## src/hdl/mck_pkg.sv

```systemverilog
// Shared types and constants for the Morse code keyer.
`timescale 1ns / 1ps
`default_nettype none
package mck_pkg;

	// Element lengths in keying units
	localparam logic [1:0] DOT_MARK   = 2'd1;
	localparam logic [1:0] DASH_MARK  = 2'd3;
	localparam logic [1:0] SYM_GAP    = 2'd1;
	localparam logic [1:0] CHAR_GAP   = 2'd2;
	localparam logic [1:0] MSG_GAP    = 2'd2;
	localparam logic [1:0] NO_UNITS   = 2'd0;

	// ASCII landmarks
	localparam logic [7:0] ASCII_LOWER_A = 8'h61;
	localparam logic [7:0] ASCII_LOWER_Z = 8'h7a;
	localparam logic [7:0] ASCII_UPPER_A = 8'h41;
	localparam logic [7:0] ASCII_UPPER_Z = 8'h5a;
	localparam logic [7:0] ASCII_ZERO    = 8'h30;
	localparam logic [7:0] ASCII_NINE    = 8'h39;
	localparam logic [7:0] ASCII_SPACE   = 8'h20;

	// Rows 0..25 letters, 26..35 digits
	localparam int unsigned NUM_ROWS  = 36;
	localparam logic [5:0]  DIGIT_ROW = 6'd26;

	// Code word: {symbol count, pattern}; pattern bit k set means symbol k is a dash
	typedef struct packed {
		logic [2:0] len;
		logic [4:0] pat;
	} code_t;

	localparam code_t CODE_TABLE [NUM_ROWS] = '{
		'{3'd2, 5'b00010}, '{3'd4, 5'b00001}, '{3'd4, 5'b00101}, '{3'd3, 5'b00001},
		'{3'd1, 5'b00000}, '{3'd4, 5'b00100}, '{3'd3, 5'b00011}, '{3'd4, 5'b00000},
		'{3'd2, 5'b00000}, '{3'd4, 5'b01110}, '{3'd3, 5'b00101}, '{3'd4, 5'b00010},
		'{3'd2, 5'b00011}, '{3'd2, 5'b00001}, '{3'd3, 5'b00111}, '{3'd4, 5'b00110},
		'{3'd4, 5'b01011}, '{3'd3, 5'b00010}, '{3'd3, 5'b00000}, '{3'd1, 5'b00001},
		'{3'd3, 5'b00100}, '{3'd4, 5'b01000}, '{3'd3, 5'b00110}, '{3'd4, 5'b01001},
		'{3'd4, 5'b01101}, '{3'd4, 5'b00011},
		'{3'd5, 5'b11111}, '{3'd5, 5'b11110}, '{3'd5, 5'b11100}, '{3'd5, 5'b11000},
		'{3'd5, 5'b10000}, '{3'd5, 5'b00000}, '{3'd5, 5'b00001}, '{3'd5, 5'b00011},
		'{3'd5, 5'b00111}, '{3'd5, 5'b01111}
	};

	// Decoded character, handed from the decoder to the sequencer
	typedef struct packed {
		code_t code;
		logic  is_space;
		logic  unsup;
	} char_info_t;

endpackage
`default_nettype wire

```

## src/hdl/mck_decode.sv

```systemverilog
// Character decoder: maps an ASCII code to its Morse code word and class flags.
`timescale 1ns / 1ps
`default_nettype none
module mck_decode (
	input  wire logic [7:0]          character,
	output mck_pkg::char_info_t      info
);
	import mck_pkg::*;

	logic       is_lower;
	logic       is_upper;
	logic       is_digit;
	logic [7:0] offset;
	logic [5:0] row;

	// Classify the code
	always_comb begin
		is_lower = (character >= ASCII_LOWER_A) && (character <= ASCII_LOWER_Z);
		is_upper = (character >= ASCII_UPPER_A) && (character <= ASCII_UPPER_Z);
		is_digit = (character >= ASCII_ZERO) && (character <= ASCII_NINE);
	end

	// Table row; letters fold case, digits follow the letters
	always_comb begin
		offset = 8'd0;
		row    = 6'd0;
		if (is_lower) begin
			offset = character - ASCII_LOWER_A;
			row    = offset[5:0];
		end else if (is_upper) begin
			offset = character - ASCII_UPPER_A;
			row    = offset[5:0];
		end else if (is_digit) begin
			offset = character - ASCII_ZERO;
			row    = DIGIT_ROW + offset[5:0];
		end
	end

	// Lookup and flags
	always_comb begin
		info.code     = CODE_TABLE[row];
		info.is_space = (character == ASCII_SPACE);
		info.unsup    = !(is_lower || is_upper || is_digit) && (character != ASCII_SPACE);
	end

endmodule
`default_nettype wire

```

## src/hdl/morse_code_keyer_top.sv

```systemverilog
// Top level of the Morse code keyer: microcoded element sequencer.
`timescale 1ns / 1ps
`default_nettype none
// Morse code keyer.
// Command side: an item (character, ends_message) is taken at a rising edge
// where start is high and busy is low. busy then stays high while the item's
// elements go out.
// Result side: each element (mark_units, gap_units, unsupported, last) is on
// the outputs for exactly one cycle with strobe high; last marks the final
// element of the item. The receiver cannot stall, so one element leaves
// every cycle while busy is high.
// The first element appears in the cycle after the item is taken.
// An item has 1 to 7 elements, and busy stays high until the last of them
// has gone out; no new item is taken while busy is high. The elements come
// from the microcode program, one element per step: symbols, character
// gap, optional message gap.
// Reset (arst_n low) clears busy and the step counter at once; nothing else
// needs clearing.
module morse_code_keyer_top (
	input  wire logic       clk,
	input  wire logic       arst_n,
	input  wire logic       start,
	output logic            busy,
	input  wire logic [7:0] character,
	input  wire logic       ends_message,
	output logic            strobe,
	output logic [1:0]      mark_units,
	output logic [1:0]      gap_units,
	output logic            unsupported,
	output logic            last
);
	import mck_pkg::*;

	// Microcode addresses
	typedef enum logic [1:0] {
		UPC_SYM  = 2'd0,
		UPC_CGAP = 2'd1,
		UPC_MGAP = 2'd2,
		UPC_UNS  = 2'd3
	} upc_t;

	// Branch conditions
	typedef enum logic [1:0] {
		COND_ALWAYS  = 2'd0,
		COND_SYM_END = 2'd1,
		COND_MSG     = 2'd2
	} cond_t;

	// One control word per step
	typedef struct packed {
		logic       mark_sym;
		logic [1:0] gap;
		logic       unsup;
		cond_t      cond;
		upc_t       nxt_t;
		logic       end_t;
		upc_t       nxt_f;
		logic       end_f;
	} ucw_t;

	char_info_t info;
	ucw_t       ucw;
	upc_t       upc_q;
	logic       busy_q;
	logic       msg_q;
	logic [2:0] len_q;
	logic [2:0] cnt_q;
	logic [4:0] pat_q;
	logic [2:0] cnt_inc;
	logic       cond_hit;
	logic       end_now;
	upc_t       upc_nxt;
	logic       accept;

	mck_decode u_decode (
		.character (character),
		.info      (info)
	);

	// Control store
	always_comb begin
		case (upc_q)
			UPC_SYM:  ucw = '{1'b1, SYM_GAP,  1'b0, COND_SYM_END,
				UPC_CGAP, 1'b0, UPC_SYM, 1'b0};
			UPC_CGAP: ucw = '{1'b0, CHAR_GAP, 1'b0, COND_MSG,
				UPC_MGAP, 1'b0, UPC_CGAP, 1'b1};
			UPC_MGAP: ucw = '{1'b0, MSG_GAP,  1'b0, COND_ALWAYS,
				UPC_MGAP, 1'b1, UPC_MGAP, 1'b1};
			UPC_UNS:  ucw = '{1'b0, NO_UNITS, 1'b1, COND_ALWAYS,
				UPC_UNS, 1'b1, UPC_UNS, 1'b1};
			default:  ucw = '{1'b0, NO_UNITS, 1'b0, COND_ALWAYS,
				UPC_SYM, 1'b1, UPC_SYM, 1'b1};
		endcase
	end

	// Branch evaluation
	always_comb begin
		cnt_inc = cnt_q + 3'd1;
		case (ucw.cond)
			COND_ALWAYS:  cond_hit = 1'b1;
			COND_SYM_END: cond_hit = (cnt_inc == len_q);
			COND_MSG:     cond_hit = msg_q;
			default:      cond_hit = 1'b1;
		endcase
		upc_nxt = cond_hit ? ucw.nxt_t : ucw.nxt_f;
		end_now = cond_hit ? ucw.end_t : ucw.end_f;
	end

	assign accept = start && !busy_q;

	// Sequencer state
	always_ff @(posedge clk or negedge arst_n) begin
		if (!arst_n) begin
			busy_q <= 1'b0;
			upc_q  <= UPC_SYM;
		end else if (accept) begin
			busy_q <= 1'b1;
			if (info.unsup) begin
				upc_q <= UPC_UNS;
			end else if (info.is_space) begin
				upc_q <= UPC_CGAP;
			end else begin
				upc_q <= UPC_SYM;
			end
		end else if (busy_q) begin
			busy_q <= !end_now;
			upc_q  <= upc_nxt;
		end
	end

	// Datapath: symbol pattern shifter and counter
	always_ff @(posedge clk) begin
		if (accept) begin
			msg_q <= ends_message;
			len_q <= info.code.len;
			pat_q <= info.code.pat;
			cnt_q <= 3'd0;
		end else if (busy_q && ucw.mark_sym) begin
			pat_q <= {1'b0, pat_q[4:1]};
			cnt_q <= cnt_inc;
		end
	end

	// Result outputs
	always_comb begin
		busy        = busy_q;
		strobe      = busy_q;
		mark_units  = ucw.mark_sym ? (pat_q[0] ? DASH_MARK : DOT_MARK) : NO_UNITS;
		gap_units   = ucw.gap;
		unsupported = ucw.unsup;
		last        = end_now;
	end

endmodule
`default_nettype wire

```

## config.mk

```make
export PLATFORM = sky130hd
export DESIGN_NAME = morse_code_keyer_top
export DESIGN_NICKNAME = d
export VERILOG_FILES = /design/src/hdl/mck_pkg.sv /design/src/hdl/mck_decode.sv /design/src/hdl/morse_code_keyer_top.sv
export SDC_FILE = /design/constraint.sdc
export NUM_CORES = 1
export LEC_CHECK = 0
export BUFFER_PORTS_ARGS = -buffer_cell sky130_fd_sc_hd__buf_2
export CAP_MARGIN = 10
export CELL_PAD_IN_SITES_DETAIL_PLACEMENT = 1
export CELL_PAD_IN_SITES_GLOBAL_PLACEMENT = 2
export CORE_MARGIN = 5
export CORE_UTILIZATION = 36
export DETAILED_ROUTE_END_ITERATION = 8
export PLACE_DENSITY = 0.76
export SLEW_MARGIN = 40
export SYNTH_ARGS = -nofsm -noshare
export SYNTH_HDL_FRONTEND = slang
export SYNTH_SLANG_ARGS = --single-unit
```

## constraint.sdc

```tcl
create_clock -name clk -period 2.1 [get_ports clk]
set_input_delay 0.315 -clock clk [delete_from_list [all_inputs] [get_ports clk]]
set_output_delay 0.315 -clock clk [all_outputs]
set_load 0.01 [all_outputs]
```

==> impl_metrics.py, run 1 <==
metrics = {
    "final_layout": {
        "mostFrequentLayoutCells": "56 x buf_4, 18 x buf_2, 15 x nand2_1",
        "syn_to_final_growth_pct": 52.58,
        "fin_nets": 300,
        "antenna_cells": 0,
        "layout_commonest_cell": "buf_4",
        "drive_gt1_share_pct": 49.81,
        "finish.utilization_pct": 55.62,
    },
    "sta": {
        "hold_ws_ns": 0.2619,
        "rsz0062_at_grt": "yes",
        "relSlewSlack_pct": 69.97,
        "setup_ws_ns": -0.2807,
        "setup_violations": 8,
        "post-route-min-period_ns": 2.381,
        "period_share_pct": 113.4,
        "finClkSkew_ns": 0.005512,
        "slew_viol_final": 0,
        "fmax_mhz": 420.0,
        "final-hold-violation-count": 0,
        "tightestPinTransition_ns": 0.4504,
        "tns_ns": -1.702,
    },
    "critical_path": {
        "start_kind": "input port",
        "end_kind": "register",
        "worstPathRequired_ns": 2.17,
        "path_max_fanout": 6,
        "worstPathArrival_ns": 2.45,
        "path_class": "in -> reg",
    },
    "routing": {
        "vias": 1799,
        "dr.first_iter.drc_count": 103,
        "vias_per_cell": 5.570,
        "ant_nets": 0,
        "routed_wl_microns": 5801,
        "first_pass_iters": 4,
        "drc": 0,
        "wl_per_cell_microns": 17.96,
    },
    "placement": {
        "gp_routability_congestion": 0.8887,
        "dp_hpwl_microns": 4167,
        "post-place-ws_ns": -0.6597,
        "io_buffers": 19,
    },
    "yosys": {
        "synthCells": 192,
        "yosysWarnings": 0,
        "yosysTopAreaCell": "edfxtp_1",
        "synth-edff-count": 9,
        "synth_nets": 222,
        "synth.cell_area_sq_um": 1699,
        "yosysUniqueCellTypes": 60,
        "ys_top_cells_by_area": "edfxtp_1 16%, ha_1 13%, o21ai_0 4.7%",
        "syn_area_per_cell_sq_um": 8.850,
        "synth_seq_cells": 15,
        "async_reset_ff_share_pct": 20.00,
        "synthFlopType": "edfxtp_1",
        "yosysSeqAreaShare_pct": 23.86,
        "yosysTopAreaCellShare_pct": 15.91,
    },
    "grt": {
        "antenna_found_initial": 0,
        "grt_pass1_wl_microns": 8818,
        "grt_max_degree": 14,
        "grt.overflow.total": 0,
        "grt_pass1_vias": 1815,
        "grtUsageTotal_pct": 17.37,
    },
    "die": {
        "start_util_pct": 36.46,
        "rows": 25,
        "dieArea_sq_um": 6194,
        "design.core.area_sq_um": 4661,
        "dieHeight_microns": 78.70,
        "ioPinCount": 20,
        "die-width_microns": 78.70,
    },
    "worst_hold_path": {
        "hp-class": "in -> reg",
    },
    "flow_run": {
        "max_cap_violations": 0,
    },
    "pwr": {
        "leakage_nw": 1.062,
        "p_per_area_nw_per_um2": 685.4,
        "ir_drop_uv": 318.8,
    },
    "clocking": {
        "cts.clk_slew.worst_paths_ns": 0.06,
        "h-tree-depth": 1,
        "cts_tree": "yes",
        "cts_buffers": 3,
        "cts_sinks": 15,
        "clock_latency_ns": 0.24,
        "clockBufferDepth": 2,
        "ctsRootBufferMaster": "clkbuf_8",
    },
    "status": {
        "violations": "setup timing",
        "status": "complete, but fails checks",
    },
}
## what timing repair did
action,in CTS,in global routing
pin swaps,10,23
gates resized for setup,15,33
endpoints found under the hold margin,3,0
buffers inserted,4,11
hold buffers,1,0
setup endpoints to repair,8,8
gates cloned,0,1
## layer usage
layer | track usage (%) | wire, microns | vias to the layer above | share of wire, %
met5 | 0 | 0 | - | 0
met4 | 3.147 | 98 | 0 | 1.7
met3 | 1.587 | 133 | 8 | 2.3
met2 | 32.17 | 3038 | 34 | 52
met1 | 21.91 | 2531 | 894 | 44
li1 | - | - | 863 | -
## cells in the mapped netlist, types with 4 or more instances
master,instances
o211ai_1,5
a21oi_1,15
nand2_1,15
nor2_1,16
edfxtp_1,9
nor3_1,5
a211oi_1,4
inv_1,8
xnor2_1,5
ha_1,18
o21ai_0,16
## critical path, cell delays in order
cell	delay, ns
buf_8	0.10
buf_6	0.11
o211ai_1	0.25
buf_4	0.19
a21oi_4	0.05
o32ai_4	0.45
inv_4	0.13
buf_4	0.16
buf_4	0.13
buf_4	0.14
o22ai_2	0.16
a2111oi_2	0.07
a211oi_1	0.19
## report_power, final
part / switching, mW / internal (mW) / leakage, nW / total (mW)
logic: 0.587 / 0.448 / 0.895 / 1.04
clock network: 0.0947 / 0.134 / 0.0228 / 0.229
registers: 0.0617 / 0.451 / 0.144 / 0.513
total: 0.744 / 1.03 / 1.06 / 1.78
## through the flow
step / area (sq um) / power [mW] / instances
after floorplan: 1742 / 1.127 / 192
after global routing: 2592 / 1.913 / 323
after CTS: 2352 / 1.726 / 311
final: 2592 / 1.777 / 323
after detailed placement: 2193 / 1.457 / 302
after global placement: 2193 / 1.402 / 302
## path summary, 6_finish.rpt
path / start / end / slack (ns) / cells past startpoint
min in group asynchronous: arst_n / upc_q[0] / 0.39 / 2
worst max register to register: busy / pat_q[1] / 0.37 / 4
max in group asynchronous: arst_n / busy / 1.60 / 2
worst min register to register: cnt_q[1] / cnt_q[1] / 0.51 / 1
worst min-delay path: ends_message / msg_q / 0.26 / 1
worst max-delay path: character[1] / pat_q[0] / -0.28 / 13
## logic make-up (layout without fill, tap and decap cells)
logic type,after synthesis,after routing,share of synthesized area [%]
DFF,15,15,23.86
adders and majority gates,18,18,13.26
xor gates and xnor gates,8,8,4.124
muxes,3,3,1.767
buffers and inverters,20,97,6.480
and+or+nand+nor,58,58,18.48
AOI/OAI and AO/OA,70,70,32.03
## sequential cells by signal, indices dropped and copies added (netlist names)
signal,flops
msg_q,1
pat_q,5
cnt_q,3
busy,1
upc_q,2
len_q,3
## area by class of cell
cell class                 count  area [sq um]
fill                         519          2068
timing repair buffer          82         611.8
clock buffer                   4         45.04
tap                           54         67.56
multi-input combinational    157          1410
inverter                      11         52.55
sequential                    15         405.4
No activity file was read; power rests on OpenSTA's default activity.
==> run 2, diff against run 1 <==
MAX_ROUTING_LAYER = met4   (was unset)
==> run 2 against run 1 <==
Against the previous run:
- the run still ends with setup timing left
- sequential share of layout area fell by 0.72 points
- power rose by 2.5%
- largest power group unchanged
- sequential power barely moved
- setup slack improved by 0.0088 ns
- register-to-register slack barely moved
- clock-buffer cell count did not move
==> impl_metrics.py, run 2 (synthesis gave the netlist of run 1 again) <==
metrics = {
    "grt": {
        "grt_pass1_wl_microns": 9266,
        "grt_max_degree": 14,
        "grtUsageTotal_pct": 18.97,
        "antenna_found_initial": 0,
        "grt.overflow.total": 0,
        "grt_pass1_vias": 1971,
    },
    "sta": {
        "fmax_mhz": 421.6,
        "relSlewSlack_pct": 74.54,
        "rsz0062_at_grt": "yes",
        "tightestPinTransition_ns": 0.3819,
        "setup_ws_ns": -0.2720,
        "setup_violations": 8,
        "post-route-min-period_ns": 2.372,
        "slew_viol_final": 0,
        "final-hold-violation-count": 0,
        "tns_ns": -1.638,
        "period_share_pct": 113.0,
        "finClkSkew_ns": 0.002993,
    },
    "routing": {
        "ant_nets": 0,
        "routed_wl_microns": 6440,
        "dr.first_iter.drc_count": 51,
        "vias_per_cell": 5.585,
        "vias": 1832,
        "wl_per_cell_microns": 19.63,
        "drc": 0,
        "first_pass_iters": 4,
    },
    "placement": {
        "placed_cells": 302,
        "post-place-ws_ns": -0.7171,
        "dp_hpwl_microns": 4217,
        "io_buffers": 19,
        "gp_routability_congestion": 0.8839,
    },
    "critical_path": {
        "worstPathArrival_ns": 2.37,
        "cp_slowest_cell": "o41ai_4",
        "worstPathRequired_ns": 2.09,
        "path_class": "in -> reg",
        "start_kind": "input port",
        "path_max_fanout": 4,
        "r2r_end": "pat_q[1]",
        "r2r_start": "busy",
        "crit_chain": "buf_8 > clkinvlp_4 > ha_4 > o41ai_4 > buf_4 > o21ai_2 > buf_4 > ha_4 > inv_4 > xnor2_2 > mux2i_1 > a32o_2",
        "end_kind": "register",
        "worst-r2r-cell-count": 6,
        "r2r_slack_ns": 0.36,
        "critical-path-max-stage-delay_ns": 0.31,
    },
    "pwr": {
        "leakage_nw": 1.117,
        "p_per_area_nw_per_um2": 670.0,
        "ir_drop_uv": 272.8,
        "p_total_mw": 1.821,
    },
    "die": {
        "dieArea_sq_um": 6194,
        "ioPinCount": 20,
        "rows": 25,
        "start_util_pct": 36.46,
        "dieHeight_microns": 78.70,
        "design.core.area_sq_um": 4661,
        "die-width_microns": 78.70,
    },
    "clocking": {
        "clock_latency_ns": 0.24,
        "clockBufferDepth": 2,
        "cts_sinks": 15,
        "cts_buffers": 3,
        "h-tree-depth": 1,
        "cts.clk_slew.worst_paths_ns": 0.06,
        "cts_tree": "yes",
        "ctsRootBufferMaster": "clkbuf_8",
    },
    "final_layout": {
        "reg_top3": "pat_q (5), cnt_q (3), len_q (3)",
        "largest_register_ffs": 5,
        "drive_gt1_share_pct": 55.11,
        "layout_commonest_cell": "buf_4",
        "antenna_cells": 0,
        "fin_nets": 305,
        "top_register": "pat_q",
        "syn_to_final_growth_pct": 59.94,
        "fillers": 534,
        "mostFrequentLayoutCells": "58 x buf_4, 17 x buf_2, 15 x nand2_1, 12 x o21ai_0, 12 x nor2_1",
        "finish.utilization_pct": 58.31,
        "stdcell_count": 328,
    },
    "worst_hold_path": {
        "holdPathEnd": "msg_q",
        "worstHoldPathCells": 1,
        "min_from": "ends_message",
        "hp-class": "in -> reg",
    },
    "flow_run": {
        "max_cap_violations": 0,
    },
    "status": {
        "status": "complete, but fails checks",
        "violations": "setup timing",
    },
}
[run 2: timing repair]
| item | in CTS | in global routing |
|---|---|---|
| resized for setup | 31 | 34 |
| hold endpoints to repair | 3 | 0 |
| setup buffers | 13 | 10 |
| hold buffers | 1 | 0 |
| cloned | 0 | 0 |
| pin swaps | 23 | 18 |
| endpoints found under the setup margin | 8 | 8 |
[run 2: worst max-delay path: cells and delay by family]
kind	cells	cell delay, ns
multiplexers	1	0.15
AO/OA/AOI/OAI	3	0.67
XOR/XNOR	1	0.15
buffers and inverters	5	0.61
adder cells (fa/ha/maj)	2	0.47
[run 2: power breakdown]
group,internal (mW),total (mW),switching [mW]
combinational,0.479,1.08,0.606
sequential,0.451,0.510,0.0593
clock,0.134,0.226,0.0920
[run 2: layout make-up]
| type | count | area [sq um] | area share [%] |
|---|---|---|---|
| Multi-Input combinational cell | 157 | 1485 | 54.65 |
| Timing Repair Buffer | 87 | 666.9 | 24.54 |
| Sequential cell | 15 | 405.4 | 14.92 |
| Tap cell | 54 | 67.56 | 2.486 |
| Inverter | 11 | 47.55 | 1.750 |
| Clock buffer | 4 | 45.04 | 1.657 |
[run 2: worst max path at each step]
stage          depth (start not counted)         start       end
6_report                              12  character[1]  len_q[1]
5_1_grt                               12  character[1]  pat_q[1]
4_1_cts                               11  character[1]  pat_q[1]
3_5_place_dp                          11  character[1]  pat_q[3]
3_3_place_gp                          11  character[1]  pat_q[3]
2_1_floorplan                         11  character[1]  len_q[0]
[run 2: per-stage QoR]
stage	instance area (sq um)	hold slack, ns
4_1_cts	2446	0.2587
5_1_grt	2718	0.2598
3_3_place_gp	2193	0.1136
3_5_place_dp	2193	0.1152
6_report	2718	0.2624
2_1_floorplan	1742	0.01941
[run 2: per-layer routing]
metal,share of wire (%),GRT usage [%],vias to the layer above
li1,-,-,875
met1,41,21.00,907
met2,54,35.31,38
met3,2.3,2.154,12
met4,2.9,6.119,0
met5,0,-,-
==> run 3, diff against run 2 <==
clock period = 2.4 ns   (was 2.1 ns; I/O delays follow)
==> run 3 against run 2 <==
Against the previous run:
- the flow still finishes with violations (setup timing)
- core utilization decreased by 5.0 points
- flip-flop and latch count unchanged
- final area decreased by 8.6%
- sequential share of layout area increased by 1.4 points
- global-route usage increased by 0.56 points
- clock skew increased by 0.0041 ns
- non-clock buffer count decreased by 13
- via count decreased by 4.7%
- routed wire length decreased by 12%
- largest cell class unchanged
- largest power group unchanged
==> impl_metrics.py, run 3 (synthesis gave the netlist of run 1 again) <==
metrics = {
    "die": {
        "start_util_pct": 36.46,
        "die-width_microns": 78.70,
        "ioPinCount": 20,
        "rows": 25,
        "design.core.area_sq_um": 4661,
        "dieHeight_microns": 78.70,
        "dieArea_sq_um": 6194,
    },
    "routing": {
        "drc": 0,
        "first_pass_iters": 4,
        "vias": 1746,
        "vias_per_cell": 5.543,
        "wl_per_cell_microns": 17.92,
        "dr.first_iter.drc_count": 67,
        "routed_wl_microns": 5646,
        "ant_nets": 0,
    },
    "placement": {
        "dp_hpwl_microns": 4276,
        "gp_routability_congestion": 0.8958,
        "io_buffers": 19,
        "placed_cells": 299,
        "post-place-ws_ns": -0.3613,
    },
    "clocking": {
        "cts_sinks": 15,
        "cts_tree": "yes",
        "clockBufferDepth": 2,
        "cts_buffers": 3,
        "cts.clk_slew.worst_paths_ns": 0.06,
        "ctsRootBufferMaster": "clkbuf_8",
        "clock_latency_ns": 0.25,
        "h-tree-depth": 1,
    },
    "grt": {
        "grt.overflow.total": 0,
        "antenna_found_initial": 0,
        "grtUsageTotal_pct": 19.52,
        "grt_max_degree": 14,
        "grt_pass1_vias": 1880,
        "grt_pass1_wl_microns": 9453,
    },
    "sta": {
        "fmax_mhz": 413.1,
        "relSlewSlack_pct": 73.97,
        "rsz0062_at_grt": "yes",
        "post-route-min-period_ns": 2.421,
        "tightestPinTransition_ns": 0.3864,
        "setup_violations": 3,
        "finClkSkew_ns": 0.007043,
        "setup_ws_ns": -0.02051,
        "period_share_pct": 100.9,
        "slew_viol_final": 0,
        "final-hold-violation-count": 0,
    },
    "final_layout": {
        "fin_nets": 292,
        "drive_gt1_share_pct": 47.13,
        "fillers": 533,
        "stdcell_count": 315,
        "sequential_cell_area_sq_um": 405.4,
        "multi_input_area_sq_um": 1381,
        "finish.utilization_pct": 53.29,
        "mostFrequentLayoutCells": "52 x buf_4, 18 x buf_2, 15 x nor2_1, 15 x a21oi_1, 15 x nand2_1",
        "syn_to_final_growth_pct": 46.17,
        "top_register": "pat_q",
        "reg_top3": "pat_q (5), cnt_q (3), len_q (3)",
        "antenna_cells": 0,
        "layout_commonest_cell": "buf_4",
        "largest_register_ffs": 5,
    },
    "critical_path": {
        "worstPathArrival_ns": 2.41,
        "path_class": "in -> reg",
        "start_kind": "input port",
        "worst-r2r-cell-count": 4,
        "worstPathRequired_ns": 2.39,
        "path_max_fanout": 5,
        "end_kind": "register",
    },
    "status": {
        "status": "complete, but fails checks",
        "violations": "setup timing",
    },
    "worst_hold_path": {
        "worstHoldPathCells": 1,
        "hp-class": "in -> reg",
    },
    "pwr": {
        "leakage_nw": 1.026,
        "p_per_area_nw_per_um2": 621.1,
        "ir_drop_uv": 274.1,
    },
    "flow_run": {
        "max_cap_violations": 0,
    },
}
run 3: cell types whose count changed in the layout (fill, tap and decap cells not counted), moves of 3 or more:
cell     change
buf_4        -6
buf_6        -7
nor2_1       +3
o21ai_2      -3
a21oi_2      -4
a21oi_1      +5
run 3: layout make-up:
| cell class | instances | share of cell area (%) |
|---|---|---|
| inverter | 11 | 2.015 |
| clock buffer | 3 | 1.662 |
| timing repair buffer | 74 | 21.46 |
| sequential | 15 | 16.32 |
| clock inverter | 1 | 0.2015 |
| multi-input combinational | 157 | 55.62 |
| tap | 54 | 2.720 |
run 3: metal layers:
layer  global-route usage [%]  wire [microns]  vias to the layer above
met5                        -               0                        -
met4                    6.119             111                        0
met3                    2.041             151                       12
met2                    35.99            2979                       30
met1                    22.09            2404                      854
li1                         -               -                      850
run 3: final timing paths:
| check | from | end | slack, ns |
|---|---|---|---|
| setup / recovery | character[1] | len_q[0] | -0.02 |
| hold / removal | ends_message | msg_q | 0.29 |
| setup reg to reg | busy | pat_q[2] | 0.58 |
| hold reg to reg | cnt_q[1] | cnt_q[1] | 0.49 |
| max in group asynchronous | arst_n | busy | 1.86 |
| min in group asynchronous | arst_n | upc_q[1] | 0.44 |
run 3: worst max-delay path, stage by stage:
cell        delay, ns
buf_6            0.08
clkinvlp_4       0.12
ha_4             0.21
o41ai_4          0.40
buf_4            0.21
o21ai_4          0.10
inv_4            0.13
ha_4             0.14
nor2_1           0.06
or3_1            0.33
o211ai_1         0.15
o211ai_1         0.13
run 3: where the power goes:
part           switching (mW)  leakage (nW)  internal [mW]
clock network          0.0890        0.0255          0.115
registers              0.0505         0.144          0.395
logic                   0.510         0.856          0.384
run 3: timing repair:
action	4_1_cts	5_1_grt
resized for setup	20	13
setup endpoints to repair	4	7
setup buffers	10	3
pin swaps	14	9
hold buffers	1	0
hold endpoints to repair	3	0
run 3: metrics by stage:
step | instance area (sq um) | hold WS [ns] | setup TNS [ns] | power, mW
2_1_floorplan | 1742 | 0.06441 | -0.2626 | 0.9858
3_3_place_gp | 2158 | 0.1577 | -1.650 | 1.225
3_5_place_dp | 2158 | 0.1581 | -2.040 | 1.270
4_1_cts | 2401 | 0.2902 | 0 | 1.520
5_1_grt | 2484 | 0.2859 | -0.6484 | 1.670
6_report | 2484 | 0.2935 | -0.04192 | 1.543
